$ cat src/rtl/core/lmbs_pkg.sv
// Package for the label map boundary segment extractor.
// Holds field widths, register indexes, default sizes and the item passed
// from the input stage to the segment emitter. Depends on nothing.
package lmbs_pkg;

    localparam int COORD_W  = 12;
    localparam int COLOUR_W = 24;
    localparam int CFG_W    = 12;
    localparam int CFG_IDX_W = 1;

    localparam int DEF_MAX_WIDTH  = 2048;
    localparam int DEF_MAX_HEIGHT = 2048;
    localparam int IMAGE_SIZE_RESET = 2048;

    localparam logic [CFG_IDX_W-1:0] REG_IMAGE_WIDTH  = 1'b0;
    localparam logic [CFG_IDX_W-1:0] REG_IMAGE_HEIGHT = 1'b1;

    typedef struct packed {
        logic [COLOUR_W-1:0] colour;
        logic [COLOUR_W-1:0] left;
        logic [COLOUR_W-1:0] above;
        logic [COORD_W-1:0]  start_x;
        logic [COORD_W-1:0]  start_y;
        logic [COORD_W-1:0]  next_x;
        logic [COORD_W-1:0]  next_y;
        logic                col_nz;
        logic                row_nz;
    } seg_item_t;

endpackage

$ cat src/rtl/core/lmbs_emit.sv
// Segment emitter: compares a pixel with its left and upper neighbours and
// sends the vertical, then the horizontal segment through the output register.
// Depends on lmbs_pkg.
module lmbs_emit (
    input  logic                        aclk,
    input  logic                        aresetn,
    input  logic                        item_valid,
    input  lmbs_pkg::seg_item_t         item,
    output logic                        item_ready,
    output logic                        m_valid,
    input  logic                        m_ready,
    output logic [lmbs_pkg::COORD_W-1:0] m_start_x,
    output logic [lmbs_pkg::COORD_W-1:0] m_start_y,
    output logic [lmbs_pkg::COORD_W-1:0] m_end_x,
    output logic [lmbs_pkg::COORD_W-1:0] m_end_y,
    output logic                        m_is_horizontal,
    output logic                        m_last_of_run
);
    import lmbs_pkg::*;

    logic               m_valid_reg, m_valid_next;
    logic               vert_sent_reg, vert_sent_next;
    logic [COORD_W-1:0] start_x_reg, start_y_reg, end_x_reg, end_y_reg;
    logic               horiz_reg, last_reg;

    logic need_v, need_h, send_v, seg_last, out_free, load;

    assign need_v   = item.col_nz && (item.colour != item.left);
    assign need_h   = item.row_nz && (item.colour != item.above);
    assign send_v   = need_v && !vert_sent_reg;
    assign seg_last = send_v ? !need_h : 1'b1;
    assign out_free = !m_valid_reg || m_ready;
    assign load     = item_valid && (send_v || need_h) && out_free;
    assign item_ready = !(send_v || need_h) || (out_free && seg_last);

    always_comb begin
        m_valid_next = m_valid_reg;
        if (load) begin
            m_valid_next = 1'b1;
        end else if (m_ready) begin
            m_valid_next = 1'b0;
        end
        vert_sent_next = vert_sent_reg;
        if (load && send_v && !seg_last) begin
            vert_sent_next = 1'b1;
        end else if (item_valid && item_ready) begin
            vert_sent_next = 1'b0;
        end
    end

    always_ff @(posedge aclk) begin
        if (!aresetn) begin
            m_valid_reg   <= 1'b0;
            vert_sent_reg <= 1'b0;
        end else begin
            m_valid_reg   <= m_valid_next;
            vert_sent_reg <= vert_sent_next;
        end
    end

    always_ff @(posedge aclk) begin
        if (load) begin
            start_x_reg <= item.start_x;
            start_y_reg <= item.start_y;
            end_x_reg   <= send_v ? item.start_x : item.next_x;
            end_y_reg   <= send_v ? item.next_y : item.start_y;
            horiz_reg   <= !send_v;
            last_reg    <= seg_last;
        end
    end

    assign m_valid         = m_valid_reg;
    assign m_start_x       = start_x_reg;
    assign m_start_y       = start_y_reg;
    assign m_end_x         = end_x_reg;
    assign m_end_y         = end_y_reg;
    assign m_is_horizontal = horiz_reg;
    assign m_last_of_run   = last_reg;

endmodule

$ cat config.mk
export PLATFORM = sky130hd
export DESIGN_NAME = lmbs_emit
export DESIGN_NICKNAME = d
export VERILOG_FILES = /design/src/rtl/core/lmbs_pkg.sv /design/src/rtl/core/lmbs_emit.sv
export SDC_FILE = /design/constraint.sdc
export NUM_CORES = 1
export LEC_CHECK = 0
export BUFFER_PORTS_ARGS = -buffer_cell sky130_fd_sc_hd__buf_2
export CAP_MARGIN = 10
export CORE_ASPECT_RATIO = 0.5
export CORE_MARGIN = 2
export CORE_UTILIZATION = 44
export DETAILED_ROUTE_END_ITERATION = 10
export GPL_TIMING_DRIVEN = 0
export PLACE_DENSITY = 0.86
export SYNTH_ARGS = -nofsm -noshare
export SYNTH_HDL_FRONTEND = slang
export SYNTH_SLANG_ARGS = --single-unit
$ cat constraint.sdc
create_clock -name aclk -period 12.6 [get_ports aclk]
set_input_delay 3.15 -clock aclk [delete_from_list [all_inputs] [get_ports aclk]]
set_output_delay 3.15 -clock aclk [all_outputs]
set_load 0.005 [all_outputs]
==> results of run 1 <==
where the power goes:
group          switching, mW  leakage (nW)  internal, mW
clock network         0.0511        0.0388        0.0386
registers            0.00270         0.491         0.203
logic                 0.0315          1.07        0.0376
cell type report:
cell class	instances	area, µm²	share of cell area
inverter	2	7.51	0.00210
buffer	3	33.8	0.00947
sequential	52	1540	0.432
timing repair buffer	178	906	0.254
tap	73	91.3	0.0256
clock inverter	2	11.3	0.00316
multi-input combinational	101	903	0.253
clock buffer	6	72.6	0.0203
cell usage in the layout, fill, tap and decap left out:
master	netlist	routed
maj3_1	1	1
nand4_1	4	4
nor2_1	1	1
inv_1	2	2
clkbuf_1	0	1
mux2_2	24	24
a31o_1	1	1
o31ai_1	1	1
edfxtp_1	50	50
xor2_1	40	40
nor4_1	11	11
dfxtp_1	2	2
o311ai_4	1	1
nand2_1	3	3
nand2b_1	1	1
buf_12	0	1
or2_2	1	1
a21oi_4	0	1
clkinvlp_4	0	1
clkbuf_8	0	5
clkinv_1	0	1
buf_6	3	3
xnor2_1	8	8
a21bo_2	1	1
o21ai_0	1	1
a21boi_0	1	1
buf_2	0	177
synthesized netlist by cell type, types with 2 or more instances:
cell type   n  share of area
edfxtp_1   50           0.61
xor2_1     40           0.14
mux2_2     24           0.11
nor4_1     11          0.028
xnor2_1     8          0.028
nand4_1     4          0.010
buf_6       3          0.014
nand2_1     3         0.0045
dfxtp_1     2          0.016
inv_1       2         0.0030
path summary, 6_finish.rpt:
kind | startpoint | to | slack, ns | depth (start not counted)
min | vert_sent_reg | vert_sent_reg | 0.49 | 1
max reg2reg | vert_sent_reg | m_end_y[2] | 10.69 | 5
min reg2reg | vert_sent_reg | vert_sent_reg | 0.49 | 1
max | item[110] | item_ready | 4.59 | 7
layer usage:
| metal | wire length [µm] | GRT usage | up-vias |
|---|---|---|---|
| li1 | - | - | 958 |
| met1 | 2310 | 0.217 | 923 |
| met2 | 3400 | 0.375 | 77 |
| met5 | 0 | 0 | - |
| met3 | 290 | 0.0309 | 8 |
| met4 | 65 | 0.0597 | 0 |
metrics by stage:
stage / setup slack, ns / power [mW] / util / cell area, µm²
2_1_floorplan: 5.09 / 0.239 / - / 2470
3_3_place_gp: 4.58 / 0.276 / 0.634 / 3450
3_5_place_dp: 4.56 / 0.280 / 0.640 / 3480
4_1_cts: 4.56 / 0.368 / 0.655 / 3570
5_1_grt: 4.47 / 0.380 / 0.655 / 3570
6_report: 4.59 / 0.365 / 0.655 / 3570
cells by family after synthesis:
logic type / share of synthesized area
xor+xnor: 0.170
compound gates: 0.0283
buf+inv: 0.0167
fa+ha+maj: 0.00404
flops: 0.623
simple gates: 0.0490
mux: 0.109
==> flow_metrics.env, run 1 <==
export IMPL_timing_worst_setup_path_type="input pin to output port"
export IMPL_cts_htree_levels=2
export IMPL_cp_buffers_inverters=2
export IMPL_finalHoldViolations=0
export IMPL_status="finished clean"
export IMPL_dp_cells=409
export IMPL_timing_critical_path_required_ns=9.45
export IMPL_cts_made_buffers=5
export IMPL_post_synth_cell_area_avg_um2=15.7
export IMPL_vias=1966
export IMPL_power_density_nw_per_um2=102
export IMPL_antenna_diode_count=0
export IMPL_maxSlewViolCount=0
export IMPL_synthesis_instances=158
export IMPL_crit_chain="buf_2 > xor2_1 > nor4_1 > nand2_1 > o21ai_0 > maj3_1 > buf_2"
export IMPL_clkSinkCount=52
export IMPL_synth_fp_nets=284
export IMPL_finalNetCount=469
export IMPL_fp_dieArea_um2=6280
export IMPL_first_global_vias=2043
export IMPL_cap_violations=0
export IMPL_worst_pin_slew_ns=0.721
export IMPL_fillers=426
export IMPL_fp_dieW_um=110
export IMPL_postSynth_asyncResetShare=0
export IMPL_post_cts_setup_buffers=0
export IMPL_cellLeakagePower_nw=1.60
export IMPL_netlist_area_um2=2470
export IMPL_buffer_ports_inserted=177
export IMPL_clkLatencyLatePin_ns=0.30
export IMPL_finalClockSkew_ns=0.00743
export IMPL_critPathLaunchType="input pin"
export IMPL_layout_cells_non_filler=417
export IMPL_global_route_overflow_total=0
export IMPL_cts_root_to_sink_buffers=2
export IMPL_setup_violations=0
export IMPL_grt_setup_unrepaired="no"
export IMPL_synth_warning_count=0
export IMPL_synth_seq_cells=52
export IMPL_placeable_core_region_um2=5440
export IMPL_cp_slowest_stage_delay_ns=0.51
export IMPL_antenna_violating_nets_post_route=0
export IMPL_synthFlopType="edfxtp_1"
export IMPL_finalCritPeriodShare=0.636
export IMPL_grt_total_usage=0.193
export IMPL_finalSetupTns_ns=0
export IMPL_first_pass_iters=4
export IMPL_mean_number_of_vias_per_cell=4.71
export IMPL_synthToLayoutAreaGrowth_pct=44.1
export IMPL_wirelength_mm=6.07
export IMPL_num_io_pins=178
export IMPL_synth_seq_area_share=0.623
export IMPL_gp_congestion=0.843
export IMPL_tritoncts_clock_tree="built"
export IMPL_drc=0
export IMPL_critPathArrivalTime_ns=4.86
export IMPL_rows=19
export IMPL_max_vdd_ir_drop_v=0.0000532
export IMPL_critical_path_peak_fanout=4
export IMPL_cts_root_buf="clkbuf_8"
export IMPL_unique_cell_type_count_in_the_yosys_netlist=21
export IMPL_fmax_ghz=0.125
export IMPL_grt_pass1_wl_mm=9.29
export IMPL_timing_max_slew_rel_slack=0.518
export IMPL_worstHoldPathType="register to register"
export IMPL_endpoint_class_of_the_critical_path="output port"
export IMPL_hpwlAfterDp_mm=5.04
export IMPL_die_y_um=57.0
export IMPL_drt_iter0_drc=57
export IMPL_critical_path_slowest_cell="o21ai_0"
export IMPL_cts_resized=0
export IMPL_grt_start_max_net_pins=31
export IMPL_path_clk_slew_ns=0.09
export IMPL_antenna_violations_before_repair=0
export IMPL_critical_path_top_delay_family="simple AND/OR/NAND/NOR gates"
export IMPL_synth_edff_count=50
export IMPL_wire_per_inst_um=14.6
export IMPL_cts_hold_buffers=0
export IMPL_fin_crit_ns=8.01
export IMPL_fin_worst_hold_slack_ns=0.488
export IMPL_fraction_of_layout_cells_with_a_size_suffix_above_1=0.625
export IMPL_critPathMostFrequentCell="buf_2"
export IMPL_start_util=0.455
(Power assumes the default switching activity.)
==> run 2: changes to the inputs <==
Settings changed: CORE_UTILIZATION 44 to 37, PLACE_DENSITY 0.86 to 0.77.
Clock period 12.6 ns to 6.8 ns, I/O delays scaled along.
==> run 2 against run 1 <==
Net effect: die area rose by 18%; design area increased by 3.1%; core utilization decreased by 6.7 points; worst setup slack got worse by 2.9 ns; first-iteration DRC count is 89% higher; wire length increased by 3.3%; clock skew down 0.00080 ns; clock power increased to 3.1 times the previous value; non-clock buffer count did not move; critical path depth unchanged; register-to-register slack got worse by 5.9 ns; critical path type unchanged; critical endpoint unchanged.
==> flow_metrics.env, run 2 (synthesis results as in run 1) <==
export IMPL_status="finished clean"
export IMPL_cp_slowest_stage_delay_ns=0.52
export IMPL_first_global_vias=2014
export IMPL_worst_pin_slew_ns=0.881
export IMPL_layout_cells_most_common_list="buf_2, edfxtp_1, xor2_1"
export IMPL_buffer_ports_inserted=177
export IMPL_finalNetCount=469
export IMPL_rows=20
export IMPL_timing_max_slew_rel_slack=0.411
export IMPL_cts_root_to_sink_buffers=2
export IMPL_fin_crit_ns=5.13
export IMPL_ff_latch_area_um2=1540
export IMPL_grt_start_max_net_pins=27
export IMPL_critPathMostFrequentCell="buf_2"
export IMPL_path_clk_slew_ns=0.07
export IMPL_die_y_um=61.8
export IMPL_grt_setup_unrepaired="no"
export IMPL_hpwlAfterDp_mm=5.22
export IMPL_synthToLayoutAreaGrowth_pct=48.6
export IMPL_cellLeakagePower_nw=1.64
export IMPL_finalCritPeriodShare=0.755
export IMPL_mean_number_of_vias_per_cell=4.56
export IMPL_cap_violations=0
export IMPL_timing_worst_setup_path_type="input pin to output port"
export IMPL_place_worst_setup_slack_ns=1.61
export IMPL_timing_critical_path_required_ns=5.10
export IMPL_postLayoutSetupSlackWorst_ns=1.67
export IMPL_cts_made_buffers=5
export IMPL_drc=0
export IMPL_wirelength_mm=6.27
export IMPL_crit_chain="buf_2 > xor2_1 > nor4_1 > nand4_1 > o21ai_0 > maj3_1 > buf_2"
export IMPL_antenna_diode_count=0
export IMPL_fp_dieArea_um2=7400
export IMPL_cts_htree_levels=2
export IMPL_crit_cells=7
export IMPL_clkLatencyLatePin_ns=0.28
export IMPL_antenna_violating_nets_post_route=0
export IMPL_fraction_of_layout_cells_with_a_size_suffix_above_1=0.628
export IMPL_cts_hold_buffers=0
export IMPL_num_io_pins=178
export IMPL_cp_buffers_inverters=2
export IMPL_critPathArrivalTime_ns=3.43
export IMPL_setup_violations=0
export IMPL_gp_congestion=0.808
export IMPL_placeable_core_region_um2=6260
export IMPL_endpoint_class_of_the_critical_path="output port"
export IMPL_cts_resized=0
export IMPL_fp_dieW_um=120
export IMPL_hold_path_depth=1
export IMPL_antenna_violations_before_repair=0
export IMPL_timing_reg2reg_worst_path_depth=5
export IMPL_power_density_nw_per_um2=215
export IMPL_critical_path_top_delay_family="simple AND/OR/NAND/NOR gates"
export IMPL_maxSlewViolCount=0
export IMPL_fmax_ghz=0.195
export IMPL_post_cts_setup_buffers=0
export IMPL_critPathLaunchType="input pin"
export IMPL_first_pass_iters=4
export IMPL_tritoncts_clock_tree="built"
export IMPL_critical_path_peak_fanout=4
export IMPL_fillers=521
export IMPL_cts_root_buf="clkbuf_16"
export IMPL_max_vdd_ir_drop_v=0.000109
export IMPL_critical_path_slowest_cell="o21ai_0"
export IMPL_start_util=0.396
export IMPL_wire_per_inst_um=14.5
export IMPL_clkSinkCount=52
export IMPL_grt_total_usage=0.163
export IMPL_drt_iter0_drc=108
export IMPL_finalClockSkew_ns=0.00663
export IMPL_postLayoutCoreUtil=0.588
export IMPL_layout_commonest_cell="buf_2"
export IMPL_finalSetupTns_ns=0
export IMPL_global_route_overflow_total=0
export IMPL_multiInputGateArea_um2=903
export IMPL_worstHoldPathType="register to register"
export IMPL_finalHoldViolations=0
export IMPL_vias=1970
export IMPL_grt_pass1_wl_mm=9.17
[run 2: cell types whose count changed in the layout (fill, tap and decap cells not counted), sizes merged]
cell      change
bufinv        +1
clkinvlp      -1
clkinv        +1
clkbuf        -1
[run 2: worst paths after layout]
path | start | to | slack, ns
min | vert_sent_reg | vert_sent_reg | 0.50
max | item[120] | item_ready | 1.67
min reg2reg | vert_sent_reg | vert_sent_reg | 0.50
max reg2reg | vert_sent_reg | m_end_y[2] | 4.83
[run 2: cell type report]
class,count,area share
multi-input cells,101,0.246
clock inverters,3,0.0116
inverters,2,0.00204
well taps,88,0.0299
flip-flops and latches,52,0.419
plain buffers,3,0.00919
repair buffers,178,0.248
clock buffers,5,0.0340
[run 2: per-layer routing]
layer / vias up / track usage / part of all wire
met1: 928 / 0.169 / 0.37
met2: 78 / 0.355 / 0.57
met5: - / 0 / 0
met4: 0 / 0.0454 / 0.0043
met3: 2 / 0.0274 / 0.054
li1: 962 / - / -
[run 2: through the flow]
step / area, µm² / power, mW / cells / hold WS, ns
CTS: 3680 / 0.799 / 432 / 0.486
global placement: 3470 / 0.512 / 423 / 0.466
global route: 3680 / 0.820 / 432 / 0.491
finish: 3680 / 0.790 / 432 / 0.496
detailed placement: 3510 / 0.520 / 424 / 0.474
floorplan: 2470 / 0.444 / 158 / 0.450
[run 2: power breakdown]
group	switching, mW	internal, mW
clock	0.106	0.173
combinational	0.0587	0.0705
sequential	0.00480	0.377
[run 2: worst register-to-register path: cells and delay by family (launching register included)]
kind                   cells  cell delay (ns)
AO/OA/AOI/OAI              2             0.83
buffers and inverters      3             0.52
flip-flops                 1             0.31
==> run 3: changes to the inputs <==
Clock period 6.8 ns to 4.4 ns, I/O delays scaled along.
==> run 3 against run 2 <==
Net effect: core utilization decreased by 0.22 points; largest power group unchanged; total power increased by 49%; critical endpoint unchanged; worst hold slack got worse by 0.0053 ns.
==> flow_metrics.env, run 3 (synthesis results as in run 1) <==
export IMPL_status="finished clean"
export IMPL_wire_per_inst_um=13.8
export IMPL_placeable_core_region_um2=6260
export IMPL_antenna_violations_before_repair=0
export IMPL_fin_crit_ns=3.98
export IMPL_clkLatencyLatePin_ns=0.28
export IMPL_post_cts_setup_buffers=0
export IMPL_maxSlewViolCount=0
export IMPL_gr_usage_met2=0.315
export IMPL_grt_total_usage=0.158
export IMPL_clkSinkCount=52
export IMPL_cts_htree_levels=2
export IMPL_num_io_pins=178
export IMPL_global_route_usage_met3=0.0301
export IMPL_mean_number_of_vias_per_cell=4.52
export IMPL_finalSetupTns_ns=0
export IMPL_layout_commonest_cell="buf_2"
export IMPL_ff_latch_area_um2=1540
export IMPL_antenna_diode_count=0
export IMPL_place_worst_setup_slack_ns=0.427
export IMPL_timing_critical_path_required_ns=3.30
export IMPL_fraction_of_layout_cells_with_a_size_suffix_above_1=0.631
export IMPL_buffer_ports_inserted=177
export IMPL_cp_slowest_stage_delay_ns=0.57
export IMPL_antenna_violating_nets_post_route=0
export IMPL_synthToLayoutAreaGrowth_pct=48.0
export IMPL_worstHoldPathType="register to register"
export IMPL_seq_power_share=0.502
export IMPL_cts_resized=0
export IMPL_grt_setup_unrepaired="no"
export IMPL_setup_violations=0
export IMPL_cellLeakagePower_nw=1.63
export IMPL_multiInputGateArea_um2=903
export IMPL_comb_power_share=0.169
export IMPL_postLayoutCoreUtil=0.586
export IMPL_finalHoldViolations=0
export IMPL_rows=20
export IMPL_grt_pass1_wl_mm=8.88
export IMPL_finalInstanceArea_um2=3660
export IMPL_power_share_of_the_clock_group=0.329
export IMPL_cts_root_buf="clkbuf_16"
export IMPL_drt_iter0_drc=132
export IMPL_postLayoutSetupSlackWorst_ns=0.419
export IMPL_hpwlAfterDp_mm=4.98
export IMPL_fin_worst_hold_slack_ns=0.491
export IMPL_first_global_vias=1946
export IMPL_net_switching_fraction_of_the_power=0.218
export IMPL_max_vdd_ir_drop_v=0.000167
export IMPL_cts_root_to_sink_buffers=2
export IMPL_intPower_mw=0.917
export IMPL_worstSetupEndpoint="item_ready"
export IMPL_gr_max_usage_layer="met2"
export IMPL_critPathLaunchType="input pin"
export IMPL_finalNetCount=469
export IMPL_layout_cells_non_filler=432
export IMPL_cts_made_buffers=5
export IMPL_finalCritPeriodShare=0.905
export IMPL_crit_chain="buf_2 > xor2_1 > nor4_1 > nand4_1 > o21ai_0 > maj3_1 > buf_2"
export IMPL_die_y_um=61.8
export IMPL_cts_hold_buffers=0
export IMPL_fp_dieW_um=120
export IMPL_finalClockSkew_ns=0.00548
export IMPL_setup_reg_to_reg_worst_slack_ns=2.46
export IMPL_hold_path_depth=1
export IMPL_cp_buffers_inverters=2
export IMPL_global_route_overflow_total=0
export IMPL_critical_path_slowest_cell="o21ai_0"
export IMPL_grt_start_max_net_pins=29
export IMPL_first_pass_iters=4
export IMPL_reg2reg_from="vert_sent_reg"
export IMPL_wirelength_mm=5.96
export IMPL_critical_path_peak_fanout=4
export IMPL_vias=1953
export IMPL_r2r_end="m_start_x[6]"
export IMPL_critPathArrivalTime_ns=2.88
export IMPL_tritoncts_clock_tree="built"
export IMPL_fp_dieArea_um2=7400
export IMPL_fmax_ghz=0.251
export IMPL_dpl_instance_area_um2=3510
export IMPL_gp_congestion=0.729
export IMPL_start_util=0.396
export IMPL_power_density_nw_per_um2=320
export IMPL_timing_max_slew_rel_slack=0.449
export IMPL_layout_cells_most_common_list="buf_2, edfxtp_1, xor2_1"
export IMPL_endpoint_class_of_the_critical_path="output port"
export IMPL_fillers=512
export IMPL_total_power_mw=1.17
export IMPL_critical_path_top_delay_family="compound AO/OA/AOI/OAI gates"
export IMPL_timing_worst_setup_path_type="input pin to output port"
export IMPL_path_clk_slew_ns=0.07
export IMPL_timing_reg2reg_worst_path_depth=5
export IMPL_drc=0
export IMPL_routing_usage_on_met1=0.178
export IMPL_cp_startpoint="item[120]"
export IMPL_worst_pin_slew_ns=0.825
export IMPL_crit_cells=7
export IMPL_p_switching_mw=0.256
export IMPL_dp_cells=424
export IMPL_critPathMostFrequentCell="buf_2"
export IMPL_cap_violations=0
==> run 3: cell types whose count changed in the layout (fill, tap and decap cells not counted) <==
| cell | change |
|---|---|
| clkinv_1 | -1 |
| clkinv_4 | -1 |
| clkbuf_8 | +1 |
| bufinv_16 | -1 |
| clkinvlp_4 | +2 |
==> run 3: worst min-delay path by stage <==
stage	from	end	slack, ns
6_report	vert_sent_reg	vert_sent_reg	0.49
5_1_grt	vert_sent_reg	vert_sent_reg	0.52
4_1_cts	vert_sent_reg	vert_sent_reg	0.49
3_5_place_dp	vert_sent_reg	vert_sent_reg	0.48
3_3_place_gp	vert_sent_reg	vert_sent_reg	0.46
2_1_floorplan	vert_sent_reg	vert_sent_reg	0.45
==> run 3: power groups by stage <==
stage / Combinational (mW) / Sequential, mW / Clock (mW)
2_1_floorplan: 0.0783 / 0.606 / 0
3_3_place_gp: 0.189 / 0.601 / 0
3_5_place_dp: 0.201 / 0.601 / 0
4_1_cts: 0.202 / 0.590 / 0.398
5_1_grt: 0.218 / 0.592 / 0.417
6_report: 0.199 / 0.589 / 0.386
==> run 3: final cells by class <==
| cell class | instances | share of cell area |
|---|---|---|
| buffer | 3 | 0.00922 |
| clock buffer | 6 | 0.0379 |
| clock inverter | 2 | 0.00410 |
| inverter | 2 | 0.00205 |
| multi-input combinational | 101 | 0.247 |
| sequential | 52 | 0.421 |
| tap | 88 | 0.0301 |
| timing repair buffer | 178 | 0.249 |
==> run 3: routing by layer <==
metal | vias to the layer above | part of all wire | wire [µm]
met5 | - | 0 | 0
met4 | 0 | 0.011 | 64
met3 | 6 | 0.055 | 329
met2 | 79 | 0.54 | 3240
met1 | 906 | 0.39 | 2330
li1 | 962 | - | -
